<file path="src/hdl/msat_pkg.sv">
`timescale 1ns / 1ps
// Shared types, codes and widths for the multi-slot alarm timer.
// No dependencies; imported by every module of the block.
package msat_pkg;

    // Field widths fixed by the item formats
    localparam int REQ_W      = 2;
    localparam int SLOT_W     = 4;
    localparam int SECS_W     = 16;
    localparam int STATUS_W   = 2;
    localparam int MAX_SLOTS  = 16;

    // Stream bus widths
    localparam int IN_DATA_W  = 24;
    localparam int IN_USER_W  = 2;
    localparam int OUT_DATA_W = 8;
    localparam int OUT_USER_W = 3;

    // Parameter defaults
    localparam int DEF_SLOTS      = 16;
    localparam int DEF_COUNT_BITS = 16;

    // Request codes
    localparam logic [REQ_W-1:0] REQ_ALLOC   = 2'd0;
    localparam logic [REQ_W-1:0] REQ_SET     = 2'd1;
    localparam logic [REQ_W-1:0] REQ_RELEASE = 2'd2;
    localparam logic [REQ_W-1:0] REQ_TICK    = 2'd3;

    // Result status codes
    localparam logic [STATUS_W-1:0] STAT_OK         = 2'd0;
    localparam logic [STATUS_W-1:0] STAT_FULL       = 2'd1;
    localparam logic [STATUS_W-1:0] STAT_NOT_IN_USE = 2'd2;

    // Controller to datapath commands
    typedef struct packed {
        logic accept;   // latch the incoming item, rewind the scan index
        logic do_op;    // execute a single-result operation and emit its result
        logic scan_en;  // process the slot at the scan index and advance
    } msat_cmd_t;

    // Datapath to controller status
    typedef struct packed {
        logic [REQ_W-1:0] req_type;
        logic             started;
        logic             fire_any;
        logic             out_space;
        logic             scan_fire;
        logic             scan_last;
    } msat_stat_t;

endpackage

</file>
<file path="src/hdl/msat_ctrl.sv">
`timescale 1ns / 1ps
// Controller state machine of the alarm timer: accept, execute, slot scan.
// Depends on msat_pkg; drives the datapath through msat_cmd_t.
module msat_ctrl (
    input  logic                clk,
    input  logic                rst_n,
    input  logic                in_valid,
    output logic                in_ready,
    input  msat_pkg::msat_stat_t stat,
    output msat_pkg::msat_cmd_t  cmd
);
    import msat_pkg::*;

    localparam logic [1:0] S_IDLE = 2'd0;
    localparam logic [1:0] S_EXEC = 2'd1;
    localparam logic [1:0] S_SCAN = 2'd2;

    logic [1:0] state_reg;
    logic [1:0] state_next;

    assign in_ready = (state_reg == S_IDLE);

    // Next state and commands
    always_comb
    begin
        state_next  = state_reg;
        cmd         = '0;
        unique case (state_reg)
            S_IDLE:
            begin
                if (in_valid)
                begin
                    cmd.accept = 1'b1;
                    state_next = S_EXEC;
                end
            end
            S_EXEC:
            begin
                if (stat.req_type != REQ_TICK)
                begin
                    if (stat.out_space)
                    begin
                        cmd.do_op  = 1'b1;
                        state_next = S_IDLE;
                    end
                end
                else if (stat.started && stat.fire_any)
                begin
                    state_next = S_SCAN;
                end
                else if (stat.out_space)
                begin
                    // idle tick result; counts still walk if ticking has begun
                    cmd.do_op  = 1'b1;
                    state_next = stat.started ? S_SCAN : S_IDLE;
                end
            end
            S_SCAN:
            begin
                if (!stat.scan_fire || stat.out_space)
                begin
                    cmd.scan_en = 1'b1;
                    if (stat.scan_last)
                        state_next = S_IDLE;
                end
            end
            default:
            begin
                state_next = S_IDLE;
            end
        endcase
    end

    // State register
    always_ff @(posedge clk or negedge rst_n)
    begin
        if (!rst_n)
            state_reg <= S_IDLE;
        else
            state_reg <= state_next;
    end

endmodule

</file>
<file path="src/hdl/msat_dp.sv">
`timescale 1ns / 1ps
// Datapath of the alarm timer: slot table, scan index and output register.
// Depends on msat_pkg; steered by msat_ctrl through msat_cmd_t.
module msat_dp #(
    parameter int SLOTS      = msat_pkg::DEF_SLOTS,
    parameter int COUNT_BITS = msat_pkg::DEF_COUNT_BITS
) (
    input  logic                           clk,
    input  logic                           rst_n,
    input  logic [msat_pkg::REQ_W-1:0]     in_req,
    input  logic [msat_pkg::SLOT_W-1:0]    in_slot,
    input  logic [msat_pkg::SECS_W-1:0]    in_seconds,
    input  msat_pkg::msat_cmd_t            cmd,
    output msat_pkg::msat_stat_t           stat,
    input  logic                           out_ready,
    output logic                           out_valid,
    output logic [msat_pkg::STATUS_W-1:0]  out_status,
    output logic [msat_pkg::SLOT_W-1:0]    out_slot,
    output logic                           out_fired,
    output logic                           out_last
);
    import msat_pkg::*;

    // Only as many slots exist as the 4-bit index can name
    localparam int NSLOTS = (SLOTS < MAX_SLOTS) ? SLOTS : MAX_SLOTS;
    localparam int IDX_W  = (NSLOTS > 1) ? $clog2(NSLOTS) : 1;

    // Latched item
    logic [REQ_W-1:0]      req_reg;
    logic [SLOT_W-1:0]     slot_reg;
    logic [COUNT_BITS-1:0] secs_reg;

    // Slot table
    logic [NSLOTS-1:0]     in_use_reg;
    logic [COUNT_BITS-1:0] cnt_reg [NSLOTS];
    logic                  started_reg;
    logic [IDX_W-1:0]      sidx_reg;

    // Output register
    logic                  out_valid_reg;
    logic [STATUS_W-1:0]   out_status_reg;
    logic [SLOT_W-1:0]     out_slot_reg;
    logic                  out_fired_reg;
    logic                  out_last_reg;

    logic                  free_any;
    logic [IDX_W-1:0]      free_idx;
    logic [NSLOTS-1:0]     fire_vec;
    logic                  later_fire;
    logic                  idx_ok;
    logic [IDX_W-1:0]      req_idx;
    logic                  set_ok;
    logic                  cur_live;
    logic                  cur_fire;
    logic                  out_space;
    logic                  out_load;
    logic [STATUS_W-1:0]   res_status;
    logic [SLOT_W-1:0]     res_slot;
    logic                  res_fired;
    logic                  res_last;

    // Lowest free slot
    always_comb
    begin
        free_any = 1'b0;
        free_idx = '0;
        for (int i = NSLOTS - 1; i >= 0; i--)
        begin
            if (!in_use_reg[i])
            begin
                free_any = 1'b1;
                free_idx = IDX_W'(i);
            end
        end
    end

    // Slots that fire on this tick, and whether one lies above the scan index
    always_comb
    begin
        later_fire = 1'b0;
        for (int j = 0; j < NSLOTS; j++)
        begin
            fire_vec[j] = in_use_reg[j] && (cnt_reg[j] == COUNT_BITS'(1));
            if (fire_vec[j] && (IDX_W'(j) > sidx_reg))
                later_fire = 1'b1;
        end
    end

    assign idx_ok    = ({1'b0, slot_reg} < (SLOT_W + 1)'(NSLOTS));
    assign req_idx   = slot_reg[IDX_W-1:0];
    assign set_ok    = idx_ok && in_use_reg[req_idx];
    assign cur_live  = in_use_reg[sidx_reg] && (cnt_reg[sidx_reg] != '0);
    assign cur_fire  = cur_live && (cnt_reg[sidx_reg] == COUNT_BITS'(1));
    assign out_space = !out_valid_reg || out_ready;

    // Result selection
    always_comb
    begin
        out_load   = 1'b0;
        res_status = STAT_OK;
        res_slot   = '0;
        res_fired  = 1'b0;
        res_last   = 1'b1;
        if (cmd.do_op)
        begin
            out_load = 1'b1;
            unique case (req_reg)
                REQ_ALLOC:
                begin
                    if (free_any)
                        res_slot = SLOT_W'(free_idx);
                    else
                        res_status = STAT_FULL;
                end
                REQ_SET:
                begin
                    if (!set_ok)
                        res_status = STAT_NOT_IN_USE;
                end
                REQ_RELEASE: ;
                REQ_TICK: ;
            endcase
        end
        else if (cmd.scan_en && cur_fire)
        begin
            out_load  = 1'b1;
            res_slot  = SLOT_W'(sidx_reg);
            res_fired = 1'b1;
            res_last  = !later_fire;
        end
    end

    // Item latch
    always_ff @(posedge clk)
    begin
        if (cmd.accept)
        begin
            req_reg  <= in_req;
            slot_reg <= in_slot;
            secs_reg <= COUNT_BITS'(in_seconds);
        end
    end

    // In-use bits, start flag and scan index
    always_ff @(posedge clk or negedge rst_n)
    begin
        if (!rst_n)
        begin
            in_use_reg  <= '0;
            started_reg <= 1'b0;
            sidx_reg    <= '0;
        end
        else
        begin
            if (cmd.accept)
                sidx_reg <= '0;
            else if (cmd.scan_en)
                sidx_reg <= sidx_reg + 1'b1;
            if (cmd.do_op)
            begin
                if ((req_reg == REQ_ALLOC) && free_any)
                begin
                    in_use_reg[free_idx] <= 1'b1;
                    started_reg          <= 1'b1;
                end
                else if ((req_reg == REQ_RELEASE) && idx_ok)
                begin
                    in_use_reg[req_idx] <= 1'b0;
                end
            end
        end
    end

    // Countdown values
    always_ff @(posedge clk)
    begin
        if (cmd.do_op)
        begin
            unique case (req_reg)
                REQ_ALLOC:
                begin
                    if (free_any)
                        cnt_reg[free_idx] <= '0;
                end
                REQ_SET:
                begin
                    if (set_ok)
                        cnt_reg[req_idx] <= secs_reg;
                end
                REQ_RELEASE:
                begin
                    if (idx_ok)
                        cnt_reg[req_idx] <= '0;
                end
                REQ_TICK: ;
            endcase
        end
        else if (cmd.scan_en && cur_live)
        begin
            cnt_reg[sidx_reg] <= cnt_reg[sidx_reg] - 1'b1;
        end
    end

    // Output register
    always_ff @(posedge clk or negedge rst_n)
    begin
        if (!rst_n)
            out_valid_reg <= 1'b0;
        else if (out_load)
            out_valid_reg <= 1'b1;
        else if (out_ready)
            out_valid_reg <= 1'b0;
    end

    always_ff @(posedge clk)
    begin
        if (out_load)
        begin
            out_status_reg <= res_status;
            out_slot_reg   <= res_slot;
            out_fired_reg  <= res_fired;
            out_last_reg   <= res_last;
        end
    end

    assign out_valid  = out_valid_reg;
    assign out_status = out_status_reg;
    assign out_slot   = out_slot_reg;
    assign out_fired  = out_fired_reg;
    assign out_last   = out_last_reg;

    // Status to controller
    assign stat.req_type  = req_reg;
    assign stat.started   = started_reg;
    assign stat.fire_any  = |fire_vec;
    assign stat.out_space = out_space;
    assign stat.scan_fire = cur_fire;
    assign stat.scan_last = (sidx_reg == IDX_W'(NSLOTS - 1));

endmodule

</file>
<file path="src/hdl/multi_slot_alarm_timer_top.sv">
`timescale 1ns / 1ps
// Sequencing: allocate, set, release and a tick before the first allocation register their one
// result from the execute state that follows the take, then return to idle.
// A tick after the first allocation passes a check state, then a one-slot-per-cycle scan of all
// min(SLOTS,16) slots that registers slot k's fired result, stalling while the output is full.
// A result waits in its state while the output register is full; one item in work at a time.
// Reset (async, active low) frees all slots, clears the start flag, idles the FSM, drops valid.
module multi_slot_alarm_timer_top #(
    parameter int SLOTS      = msat_pkg::DEF_SLOTS,
    parameter int COUNT_BITS = msat_pkg::DEF_COUNT_BITS
) (
    input  logic                              clk,
    input  logic                              rst_n,
    input  logic                              s_axis_tvalid,
    output logic                              s_axis_tready,
    input  logic [msat_pkg::IN_DATA_W-1:0]    s_axis_tdata,  // slot[3:0], seconds[19:4]
    input  logic [msat_pkg::IN_USER_W-1:0]    s_axis_tuser,  // req_type[1:0]
    output logic                              m_axis_tvalid,
    input  logic                              m_axis_tready,
    output logic [msat_pkg::OUT_DATA_W-1:0]   m_axis_tdata,  // slot_out[3:0]
    output logic [msat_pkg::OUT_USER_W-1:0]   m_axis_tuser,  // status[1:0], fired[2]
    output logic                              m_axis_tlast   // last
);
    import msat_pkg::*;

    msat_cmd_t           cmd;
    msat_stat_t          stat;
    logic [STATUS_W-1:0] out_status;
    logic [SLOT_W-1:0]   out_slot;
    logic                out_fired;

    // Controller
    msat_ctrl u_ctrl (
        .clk      (clk),
        .rst_n    (rst_n),
        .in_valid (s_axis_tvalid),
        .in_ready (s_axis_tready),
        .stat     (stat),
        .cmd      (cmd)
    );

    // Datapath
    msat_dp #(
        .SLOTS      (SLOTS),
        .COUNT_BITS (COUNT_BITS)
    ) u_dp (
        .clk        (clk),
        .rst_n      (rst_n),
        .in_req     (s_axis_tuser),
        .in_slot    (s_axis_tdata[SLOT_W-1:0]),
        .in_seconds (s_axis_tdata[SLOT_W+SECS_W-1:SLOT_W]),
        .cmd        (cmd),
        .stat       (stat),
        .out_ready  (m_axis_tready),
        .out_valid  (m_axis_tvalid),
        .out_status (out_status),
        .out_slot   (out_slot),
        .out_fired  (out_fired),
        .out_last   (m_axis_tlast)
    );

    // Output packing
    assign m_axis_tdata = {{(OUT_DATA_W - SLOT_W){1'b0}}, out_slot};
    assign m_axis_tuser = {out_fired, out_status};

endmodule

</file>
<file path="config.mk">
export PLATFORM = sky130hd
export DESIGN_NAME = multi_slot_alarm_timer_top
export DESIGN_NICKNAME = d
export VERILOG_FILES = /design/src/hdl/msat_pkg.sv /design/src/hdl/msat_ctrl.sv /design/src/hdl/msat_dp.sv /design/src/hdl/multi_slot_alarm_timer_top.sv
export SDC_FILE = /design/constraint.sdc
export NUM_CORES = 1
export LEC_CHECK = 0
export ABC_CLOCK_PERIOD_IN_PS = 7150
export BUFFER_PORTS_ARGS = -buffer_cell sky130_fd_sc_hd__buf_2
export CORE_MARGIN = 2
export CORE_UTILIZATION = 60
export CTS_CLUSTER_DIAMETER = 80
export DETAILED_ROUTE_END_ITERATION = 10
export PLACE_DENSITY_LB_ADDON = 0.25
export SLEW_MARGIN = 20
export SYNTH_ARGS = -nofsm -noshare
export SYNTH_HDL_FRONTEND = slang
export SYNTH_SLANG_ARGS = --single-unit
</file>
<file path="constraint.sdc">
create_clock -name clk -period 7.15 [get_ports clk]
set_clock_uncertainty 0.15 [all_clocks]
set_input_delay 1.43 -clock clk [delete_from_list [all_inputs] [get_ports clk]]
set_output_delay 1.43 -clock clk [all_outputs]
set_load 0.01 [all_outputs]
</file>
==> impl_metrics.py, run 1 <==
metrics = {
    "yosys": {
        "synth_area_leaders": "edfxtp_1 62%, mux4_2 7.4%, dfrtp_1 4.3%, mux2i_1 3.0%, nor4_1 2.9%",
        "synth_cell_types": 67,
        "netlist_area_mm2": 0.01396,
        "netlist_instances": 906,
        "yosysSeqAreaShare_pct": 65.82,
        "ys_ff_latch": 310,
        "dominantRegCellSynth": "edfxtp_1",
        "synth_edf_count": 286,
        "ys_async_sr_fraction_pct": 7.742,
        "synth.most_common_cell": "edfxtp_1",
        "synth_top_area_share_pct": 61.52,
        "syn_area_per_cell_um2": 15.41,
        "yosysTopAreaCell": "edfxtp_1",
        "ys.warnings.count": 0,
        "synthTopCellsByCount": "286 x edfxtp_1, 65 x nand2_1, 64 x nor4_1",
    },
    "timing": {
        "fmaxAchievable_ghz": 0.1866,
        "period_minus_slack_ns": 5.358,
        "period_share_pct": 74.93,
        "hold_viol": 0,
        "finalSetupTns_ns": 0,
        "setup_viol": 0,
        "rsz0062_at_grt": "no",
        "slew_viol_final": 0,
        "tightest_slew_ns": 1.094,
        "relSlewSlack_pct": 26.99,
    },
    "clock_network": {
        "clock_latency_ns": 0.58,
        "ctsHoldBuffers": 0,
        "cts_buffer_depth": 3,
        "cts_resized": 0,
        "cts_num_sinks": 310,
        "cts_max_level": 1,
        "cts_made_buffers": 31,
        "path_clk_slew_ns": 0.06,
        "cts_tree": "yes",
        "cts-root-buf": "clkbuf_16",
        "post_cts_buffers": 0,
    },
    "die": {
        "fp.dieW_um": 156.5,
        "die_h_um": 156.5,
        "ioPinCount": 44,
        "start_util_pct": 61.48,
        "rows": 55,
        "die_area_mm2": 0.02450,
        "core_area_mm2": 0.02271,
    },
    "routing": {
        "drc": 0,
        "antenna_left": 0,
        "dr_total_vias": 9321,
        "drtIter0Drc": 1202,
        "wirelength_um": 38640,
        "wire_per_inst_um": 30.16,
        "first_pass_iters": 5,
        "vias_per_cell": 7.276,
    },
    "cells_and_area": {
        "fillCellCount": 1485,
        "final_cell_count_no_fill": 1281,
        "drive_above_1_share_pct": 19.98,
        "diodes": 0,
        "syn_to_final_growth_pct": 12.33,
        "largest_reg_flops": 256,
        "nets": 1006,
    },
    "critical_path": {
        "critPathMaxFanout": 31,
        "end_kind": "flop",
        "reg2regPathDepth": 9,
        "start_kind": "flop",
        "required_ns": 7.31,
        "path_class": "flop to flop",
        "arrival_ns": 5.52,
    },
    "global_route": {
        "grt_max_degree": 32,
        "grt_usage_pct": 32.05,
        "grt_remaining_overflow": 0,
        "antenna_found_initial": 1,
        "grt_pass1_vias": 8969,
        "grt_pass1_wl_um": 56790,
    },
    "placement": {
        "finalWeightedCongestion": 0.9619,
        "io_buffer_count": 35,
        "dp_cells": 1223,
        "hpwl_um": 26860,
    },
    "pwr": {
        "irDropWorstVdd_mv": 0.2091,
        "p_leak_nw": 5.074,
        "power_density_mw_per_mm2": 345.1,
    },
    "run_status": {
        "status": "finished, final reports clean",
    },
    "flow_run": {
        "maxCapViolations": 0,
    },
    "min_path": {
        "min_path_type": "flop to flop",
        "whs_path_depth": 1,
    },
}
[kinds of logic after synthesis]
| group | share of synthesized area, % |
|---|---|
| AND/OR/NAND/NOR | 10.17 |
| multiplexers | 11.56 |
| XOR/XNOR | 0.7528 |
| AO/OA/AOI/OAI | 8.675 |
| buffers and inverters | 2.545 |
| other | 0.02686 |
| flip-flops | 65.82 |
| adder cells (fa/ha/maj) | 0.4481 |
[power by group]
group / leakage [nW] / switching (W) / total, W / internal [W]
logic: 1.56 / 0.000814 / 0.00132 / 0.000506
clock network: 0.528 / 0.000681 / 0.00170 / 0.00102
registers: 2.99 / 0.000174 / 0.00239 / 0.00222
total: 5.07 / 0.00167 / 0.00541 / 0.00374
[cell usage in the layout, fill, tap and decap left out, types with 8 or more instances in the layout]
cell,instances
o32ai_2,12
nor4_1,64
buf_4,37
nor2_1,17
nand4b_1,14
mux2i_1,42
nor2b_1,12
o22ai_1,8
nand2_1,65
clkbuf_16,31
nand3_1,11
mux4_2,46
inv_1,12
a21oi_1,17
a22oi_1,9
buf_2,35
nand2b_1,8
edfxtp_1,286
o221ai_1,18
and2_1,9
nor3_1,8
and3_1,8
o21ai_1,12
o21ai_0,42
dfrtp_1,22
[metrics by stage]
stage | hold slack, ns | power, W | setup slack, ns | instance area, um^2 | utilization, %
after floorplan | 0.2802 | 0.003270 | 2.068 | 13970 | -
after global placement | 0.2969 | 0.003682 | 1.961 | 14600 | 64.28
after detailed placement | 0.3035 | 0.003712 | 1.947 | 14610 | 64.31
after CTS | 0.3170 | 0.005394 | 1.931 | 15680 | 69.06
after global routing | 0.3326 | 0.005570 | 1.649 | 15680 | 69.06
final | 0.3173 | 0.005411 | 1.792 | 15680 | 69.06
[worst max-delay path: stages (launching register included)]
cell and delay (ns):
dfrtp_4 0.82, buf_4 0.40, mux4_2 0.57, a221oi_1 0.49, o211ai_1 0.25, nor3_2 0.89
a41oi_1 0.48, a221oi_2 0.61, a211oi_2 0.12, buf_4 0.24
[layout make-up]
| class | count | area (um^2) | share of cell area [%] |
|---|---|---|---|
| Sequential cell | 310 | 9194 | 58.62 |
| Multi-Input combinational cell | 543 | 4553 | 29.03 |
| Clock buffer | 36 | 794.5 | 5.066 |
| Timing Repair Buffer | 72 | 452.9 | 2.888 |
| Tap cell | 285 | 356.6 | 2.274 |
| Clock inverter | 22 | 282.8 | 1.803 |
| Inverter | 13 | 48.80 | 0.3112 |
[routing by layer]
layer,vias to the layer above,track usage [%],share of wire [%],wire [um]
met5,-,0,0.044,17
li1,3874,-,-,-
met2,676,51.52,47,18130
met1,4647,44.31,38,14620
met3,122,4.846,10,3938
met4,2,13.72,5.0,1940
[path summary, 6_finish.rpt]
path	startpoint	to	slack [ns]
min	u_dp.started_reg	u_dp.started_reg	0.32
min reg2reg	u_dp.started_reg	u_dp.started_reg	0.32
max in group asynchronous	rst_n	u_dp.sidx_reg[0]	5.75
min in group asynchronous	rst_n	u_dp.in_use_reg[0]	0.69
max	u_dp.sidx_reg[0]	u_dp.cnt_reg[12][15]	1.79
max reg2reg	u_dp.sidx_reg[0]	u_dp.cnt_reg[12][15]	1.79
(Power assumes the default switching activity.)
==> run 2, diff against run 1 <==
- ABC_AREA: default -> 1
- ABC_CLOCK_PERIOD_IN_PS: 7150 -> 5300
- clock period: 7.15 -> 5.3 ns (I/O delays scaled with it)
==> run 2 against run 1 <==
Against the previous run:
- combinational power increased by 85%
- first-iteration DRC count increased by 35%
- sequential share of layout area decreased by 4.7 points
- wire length increased by 12%
- highest routed layer is now met4
- synthesized cell count increased by 91%
- non-clock buffer count increased by 8
- global-route usage increased by 0.47 points
- power increased by 50%
- fmax increased by 12%
- hold slack improved by 0.074 ns
==> impl_metrics.py, run 2 <==
metrics = {
    "yosys": {
        "synthTopCellsByCount": "502 x nand2_1, 286 x edfxtp_1, 284 x nor2_1",
        "synth.most_common_cell": "nand2_1",
        "ys.warnings.count": 0,
        "syn_area_per_cell_um2": 8.899,
        "synth_cell_types": 41,
        "netlist_area_mm2": 0.01539,
        "ys_async_sr_fraction_pct": 7.742,
        "synth_top_area_share_pct": 55.79,
        "yosysSeqAreaShare_pct": 59.69,
        "ys_ff_latch": 310,
        "dominantRegCellSynth": "edfxtp_1",
        "yosysTopAreaCell": "edfxtp_1",
        "netlist_instances": 1730,
        "synth_edf_count": 286,
        "synth_area_leaders": "edfxtp_1 56%, nand2_1 12%, nor2_1 6.9%, inv_1 4.7%, nand3_1 4.2%",
    },
    "routing": {
        "drc": 0,
        "dr_total_vias": 12320,
        "antenna_left": 0,
        "vias_per_cell": 5.771,
        "wire_per_inst_um": 20.21,
        "wirelength_um": 43130,
        "drtIter0Drc": 1619,
        "first_pass_iters": 5,
    },
    "critical_path": {
        "required_ns": 5.36,
        "path_class": "flop to flop",
        "end_kind": "flop",
        "crit_family": "simple AND/OR/NAND/NOR gates",
        "path_buf_inv": 5,
        "start_kind": "flop",
        "arrival_ns": 4.82,
        "slowest_delay_ns": 0.73,
        "critPathMaxFanout": 34,
        "slowest_stage": "dfrtp_1",
        "crit_chain": "inv_1 > buf_4 > nor2_1 > o21ai_0 > nand2_1 > nand2_1 > nand4_1 > o21ai_1 > ha_1 > nand3_2 > inv_1 > nand2_1 > nor2_2 > nor2_4 > o211ai_4 > inv_1 > nand2_1 > nand2_1 > nand3_1 > nor2_1 > buf_4",
        "cp_common_cell": "nand2_1",
    },
    "clock_network": {
        "cts_num_sinks": 310,
        "post_cts_buffers": 0,
        "cts_resized": 0,
        "cts_tree": "yes",
        "ctsHoldBuffers": 0,
        "cts_made_buffers": 34,
        "cts-root-buf": "clkbuf_16",
        "path_clk_slew_ns": 0.06,
        "cts_buffer_depth": 3,
        "cts_max_level": 2,
        "clock_latency_ns": 0.52,
    },
    "die": {
        "ioPinCount": 44,
        "die_h_um": 164.2,
        "core_area_mm2": 0.02518,
        "rows": 58,
        "start_util_pct": 61.13,
        "fp.dieW_um": 164.2,
        "die_area_mm2": 0.02696,
    },
    "timing": {
        "fmaxAchievable_ghz": 0.2098,
        "finalSetupTns_ns": 0,
        "hold_viol": 0,
        "slew_viol_final": 0,
        "period_share_pct": 89.94,
        "setup_viol": 0,
        "tightest_slew_ns": 1.044,
        "relSlewSlack_pct": 30.33,
        "rsz0062_at_grt": "no",
        "period_minus_slack_ns": 4.767,
    },
    "global_route": {
        "grt_usage_pct": 32.52,
        "grt_remaining_overflow": 0,
        "antenna_found_initial": 1,
        "grt_max_degree": 104,
        "grt_pass1_vias": 11690,
        "grt_pass1_wl_um": 65100,
    },
    "cells_and_area": {
        "final_cell_area_mm2": 0.01704,
        "fillCellCount": 1957,
        "layout_common_cells": "502 x nand2_1, 286 x edfxtp_1, 284 x nor2_1, 194 x inv_1, 129 x nand3_1",
        "mostFrequentLayoutCell": "nand2_1",
        "nets": 1818,
        "drive_above_1_share_pct": 8.098,
        "largest_reg_flops": 256,
        "utilization_pct": 67.68,
        "syn_to_final_growth_pct": 10.71,
    },
    "pwr": {
        "net-switching-power_w": 0.002973,
        "p_sw_share_pct": 36.69,
        "power_frac_comb_pct": 30.2,
        "finalPower_w": 0.008102,
        "seqPwrFrac_pct": 41.5,
        "power_density_mw_per_mm2": 475.4,
        "pwr-share-clk_pct": 28.3,
        "cell_internal_pwr_w": 0.005129,
        "p_leak_nw": 7.341,
        "irDropWorstVdd_mv": 0.3804,
    },
    "run_status": {
        "status": "finished, final reports clean",
    },
    "placement": {
        "hpwl_um": 30050,
        "placed_area_mm2": 0.01599,
        "finalWeightedCongestion": 0.9532,
        "io_buffer_count": 35,
    },
    "min_path": {
        "min_path_type": "flop to flop",
    },
    "flow_run": {
        "maxCapViolations": 0,
    },
}
[run 2: cell types whose count changed after synthesis, sizes merged, moves of 42 or more]
cell | previous run | this run
inv | 12 | 197
nor2 | 18 | 291
mux4 | 52 | 0
mux2i | 42 | 0
nand2 | 65 | 509
nor4 | 64 | 8
nand3 | 11 | 131
[run 2: power groups by stage]
stage,combinational [W],sequential (W),clock (W)
3_5_place_dp,0.00238,0.00340,0
2_1_floorplan,0.00161,0.00329,0
5_1_grt,0.00265,0.00339,0.00240
4_1_cts,0.00239,0.00336,0.00230
6_report,0.00244,0.00336,0.00230
3_3_place_gp,0.00233,0.00339,0
[run 2: cell families after synthesis]
| logic type | count (synthesis) | share of synthesized area [%] |
|---|---|---|
| and+or+nand+nor | 1014 | 27.17 |
| xor gates and xnor gates | 11 | 0.6258 |
| adders and majority gates | 5 | 0.4064 |
| AOI/OAI and AO/OA | 126 | 4.746 |
| DFF | 310 | 59.69 |
| buffers and inverters | 263 | 7.339 |
| other | 1 | 0.02436 |
[run 2: worst reg2reg max path: cells and delay by family, from the launching register on]
kind                       cells  cell delay [ns]
adders and majority gates      1             0.26
buffers and inverters          5             1.17
DFF                            1             0.73
AOI/OAI and AO/OA              3             0.47
and+or+nand+nor               12             1.69
[run 2: per-stage QoR]
stage	instances	hold slack, ns	setup WS [ns]
after global routing	2134	0.3940	0.3133
after floorplan	1733	0.2894	1.252
after global placement	2077	0.3603	0.8309
final	2134	0.3914	0.5331
after CTS	2133	0.3802	0.7030
after detailed placement	2077	0.3601	0.7639
[run 2: layer usage]
metal,part of all wire [%],GRT usage (%)
met5,0,0
met3,9.1,5.177
met2,47,52.85
met1,40,44.62
met4,3.2,11.72
[run 2: path summary, 6_finish.rpt]
path,start,depth (start not counted),end,slack [ns]
setup / recovery,u_dp.sidx_reg[1],21,u_dp.cnt_reg[6][5],0.53
hold / removal,u_dp.started_reg,1,u_dp.started_reg,0.39
setup reg to reg,u_dp.sidx_reg[1],21,u_dp.cnt_reg[6][5],0.53
hold reg to reg,u_dp.started_reg,1,u_dp.started_reg,0.39
max in group asynchronous,rst_n,1,u_dp.sidx_reg[0],4.15
min in group asynchronous,rst_n,1,u_dp.sidx_reg[2],0.40
[run 2: area by class of cell]
cell class | instances | area, um^2 | share of cell area (%)
Antenna cell | 1 | 2.502 | 0.01468
Clock buffer | 42 | 880.8 | 5.168
Clock inverter | 14 | 175.2 | 1.028
Inverter | 197 | 742.0 | 4.353
Multi-Input combinational cell | 1160 | 5087 | 29.85
Sequential cell | 310 | 9193 | 53.93
Tap cell | 330 | 412.9 | 2.423
Timing Repair Buffer | 80 | 550.5 | 3.230
==> run 3, diff against run 2 <==
- RECOVER_POWER: default -> 25
==> run 3 against run 2 <==
Against the previous run:
- critical path type unchanged
- worst setup slack got worse by 0.16 ns
- fmax shrank 3.3%
- cell count is the same
- clock power barely moved
- critical path depth down 4
- first-iteration DRC count increased by 7.2%
- critical endpoint is now u_dp.cnt_reg[1][8]
- global-route usage unchanged
- core utilization down 0.17 points
- wire length grew 0.16%
==> impl_metrics.py, run 3 (same netlist as run 2, synthesis figures left out) <==
metrics = {
    "die": {
        "core_area_mm2": 0.02518,
        "rows": 58,
        "start_util_pct": 61.13,
        "die_h_um": 164.2,
        "ioPinCount": 44,
        "fp.dieW_um": 164.2,
        "die_area_mm2": 0.02696,
    },
    "clock_network": {
        "post_cts_buffers": 0,
        "cts_tree": "yes",
        "ctsHoldBuffers": 0,
        "cts_resized": 0,
        "cts_buffer_depth": 3,
        "cts_made_buffers": 34,
        "path_clk_slew_ns": 0.06,
        "clock_latency_ns": 0.52,
        "cts_num_sinks": 310,
        "cts-root-buf": "clkbuf_16",
        "cts_max_level": 2,
    },
    "global_route": {
        "grt_usage_pct": 32.52,
        "grt_pass1_wl_um": 65100,
        "antenna_found_initial": 1,
        "grt_remaining_overflow": 0,
        "grt_max_degree": 104,
        "grt_pass1_vias": 11690,
    },
    "cells_and_area": {
        "syn_to_final_growth_pct": 10.43,
        "multi_input_area_mm2": 0.005076,
        "nets": 1818,
        "ff_latch_area_mm2": 0.009193,
        "layout_common_cells": "502 x nand2_1, 286 x edfxtp_1, 284 x nor2_1, 194 x inv_1, 130 x nand3_1",
        "largest_reg_flops": 256,
        "fillCellCount": 1970,
        "drive_above_1_share_pct": 7.099,
        "mostFrequentLayoutCell": "nand2_1",
    },
    "pwr": {
        "pwr-share-clk_pct": 28.3,
        "seqPwrFrac_pct": 41.6,
        "p_leak_nw": 7.285,
        "finalPower_w": 0.008090,
        "power_frac_comb_pct": 30.0,
        "p_sw_share_pct": 36.78,
        "irDropWorstVdd_mv": 0.3804,
        "cell_internal_pwr_w": 0.005114,
        "net-switching-power_w": 0.002976,
        "power_density_mw_per_mm2": 475.9,
    },
    "run_status": {
        "status": "finished, final reports clean",
    },
    "placement": {
        "io_buffer_count": 35,
        "post-place-ws_ns": 0.7639,
        "finalWeightedCongestion": 0.9532,
        "hpwl_um": 30050,
    },
    "timing": {
        "relSlewSlack_pct": 4.992,
        "hold_ws_ns": 0.3910,
        "period_share_pct": 93.03,
        "hold_viol": 0,
        "fmaxAchievable_ghz": 0.2028,
        "period_minus_slack_ns": 4.931,
        "layout_setup_ws_ns": 0.3693,
        "rsz0062_at_grt": "no",
        "tightest_slew_ns": 1.425,
        "setup_viol": 0,
        "slew_viol_final": 0,
        "finalSetupTns_ns": 0,
    },
    "critical_path": {
        "arrival_ns": 4.93,
        "reg2regPathDepth": 17,
        "end_kind": "flop",
        "start_kind": "flop",
        "path_class": "flop to flop",
        "required_ns": 5.30,
        "critPathMaxFanout": 34,
    },
    "min_path": {
        "whs_path_depth": 1,
        "min_path_type": "flop to flop",
    },
    "routing": {
        "drc": 0,
        "first_pass_iters": 6,
        "dr_total_vias": 12350,
        "wirelength_um": 43200,
        "vias_per_cell": 5.787,
        "wire_per_inst_um": 20.24,
        "drtIter0Drc": 1735,
        "antenna_left": 0,
    },
    "flow_run": {
        "maxCapViolations": 0,
    },
}
==> run 3: critical path, cell delays in order (launching register included) <==
cell and delay (ns):
dfrtp_1 0.75, inv_1 0.28, buf_4 0.34, nor2_1 0.14
o21ai_0 0.09, nand2_1 0.15, nand2_1 0.10, nand4_1 0.09
o21ai_0 0.20, ha_1 0.29, nand3_1 0.13, inv_1 0.07
nand2_1 0.17, nor2_2 0.08, nor2_4 0.20, o211ai_4 0.23
o22ai_1 0.19, clkbuf_1 0.87
==> run 3: worst paths after layout <==
check	startpoint	endpoint	slack (ns)
max	u_dp.sidx_reg[1]	u_dp.cnt_reg[1][8]	0.37
min	u_dp.started_reg	u_dp.started_reg	0.39
max reg2reg	u_dp.sidx_reg[1]	u_dp.cnt_reg[1][8]	0.37
min reg2reg	u_dp.started_reg	u_dp.started_reg	0.39
max in group asynchronous	rst_n	u_dp.sidx_reg[0]	3.27
min in group asynchronous	rst_n	u_dp.sidx_reg[2]	0.72
==> run 3: area by class of cell <==
type / count / area share (%)
Tap cell: 330 / 2.429
Inverter: 197 / 4.364
Clock inverter: 14 / 1.030
Clock buffer: 42 / 5.181
Multi-Input combinational cell: 1160 / 29.86
Antenna cell: 1 / 0.01472
Sequential cell: 310 / 54.07
Timing Repair Buffer: 80 / 3.047
==> run 3: routing by layer <==
layer,global-route usage [%],routed length [um]
met5,0,0
met4,11.72,1453
met1,44.62,17300
met3,5.177,4061
met2,52.85,20380
==> run 3: per-stage QoR <==
stage / instance area (um^2) / util (%) / std cells
6_report: 17000 / 67.51 / 2134
5_1_grt: 17000 / 67.51 / 2134
4_1_cts: 17040 / 67.67 / 2133
3_5_place_dp: 15990 / 63.48 / 2077
3_3_place_gp: 15990 / 63.48 / 2077
2_1_floorplan: 15410 / - / 1733
==> run 3: power by group through the flow <==
stage | Sequential (W) | Clock (W) | Combinational, W
3_3_place_gp | 0.00339 | 0 | 0.00233
5_1_grt | 0.00339 | 0.00240 | 0.00263
2_1_floorplan | 0.00329 | 0 | 0.00161
6_report | 0.00337 | 0.00229 | 0.00243
4_1_cts | 0.00336 | 0.00230 | 0.00239
3_5_place_dp | 0.00340 | 0 | 0.00238
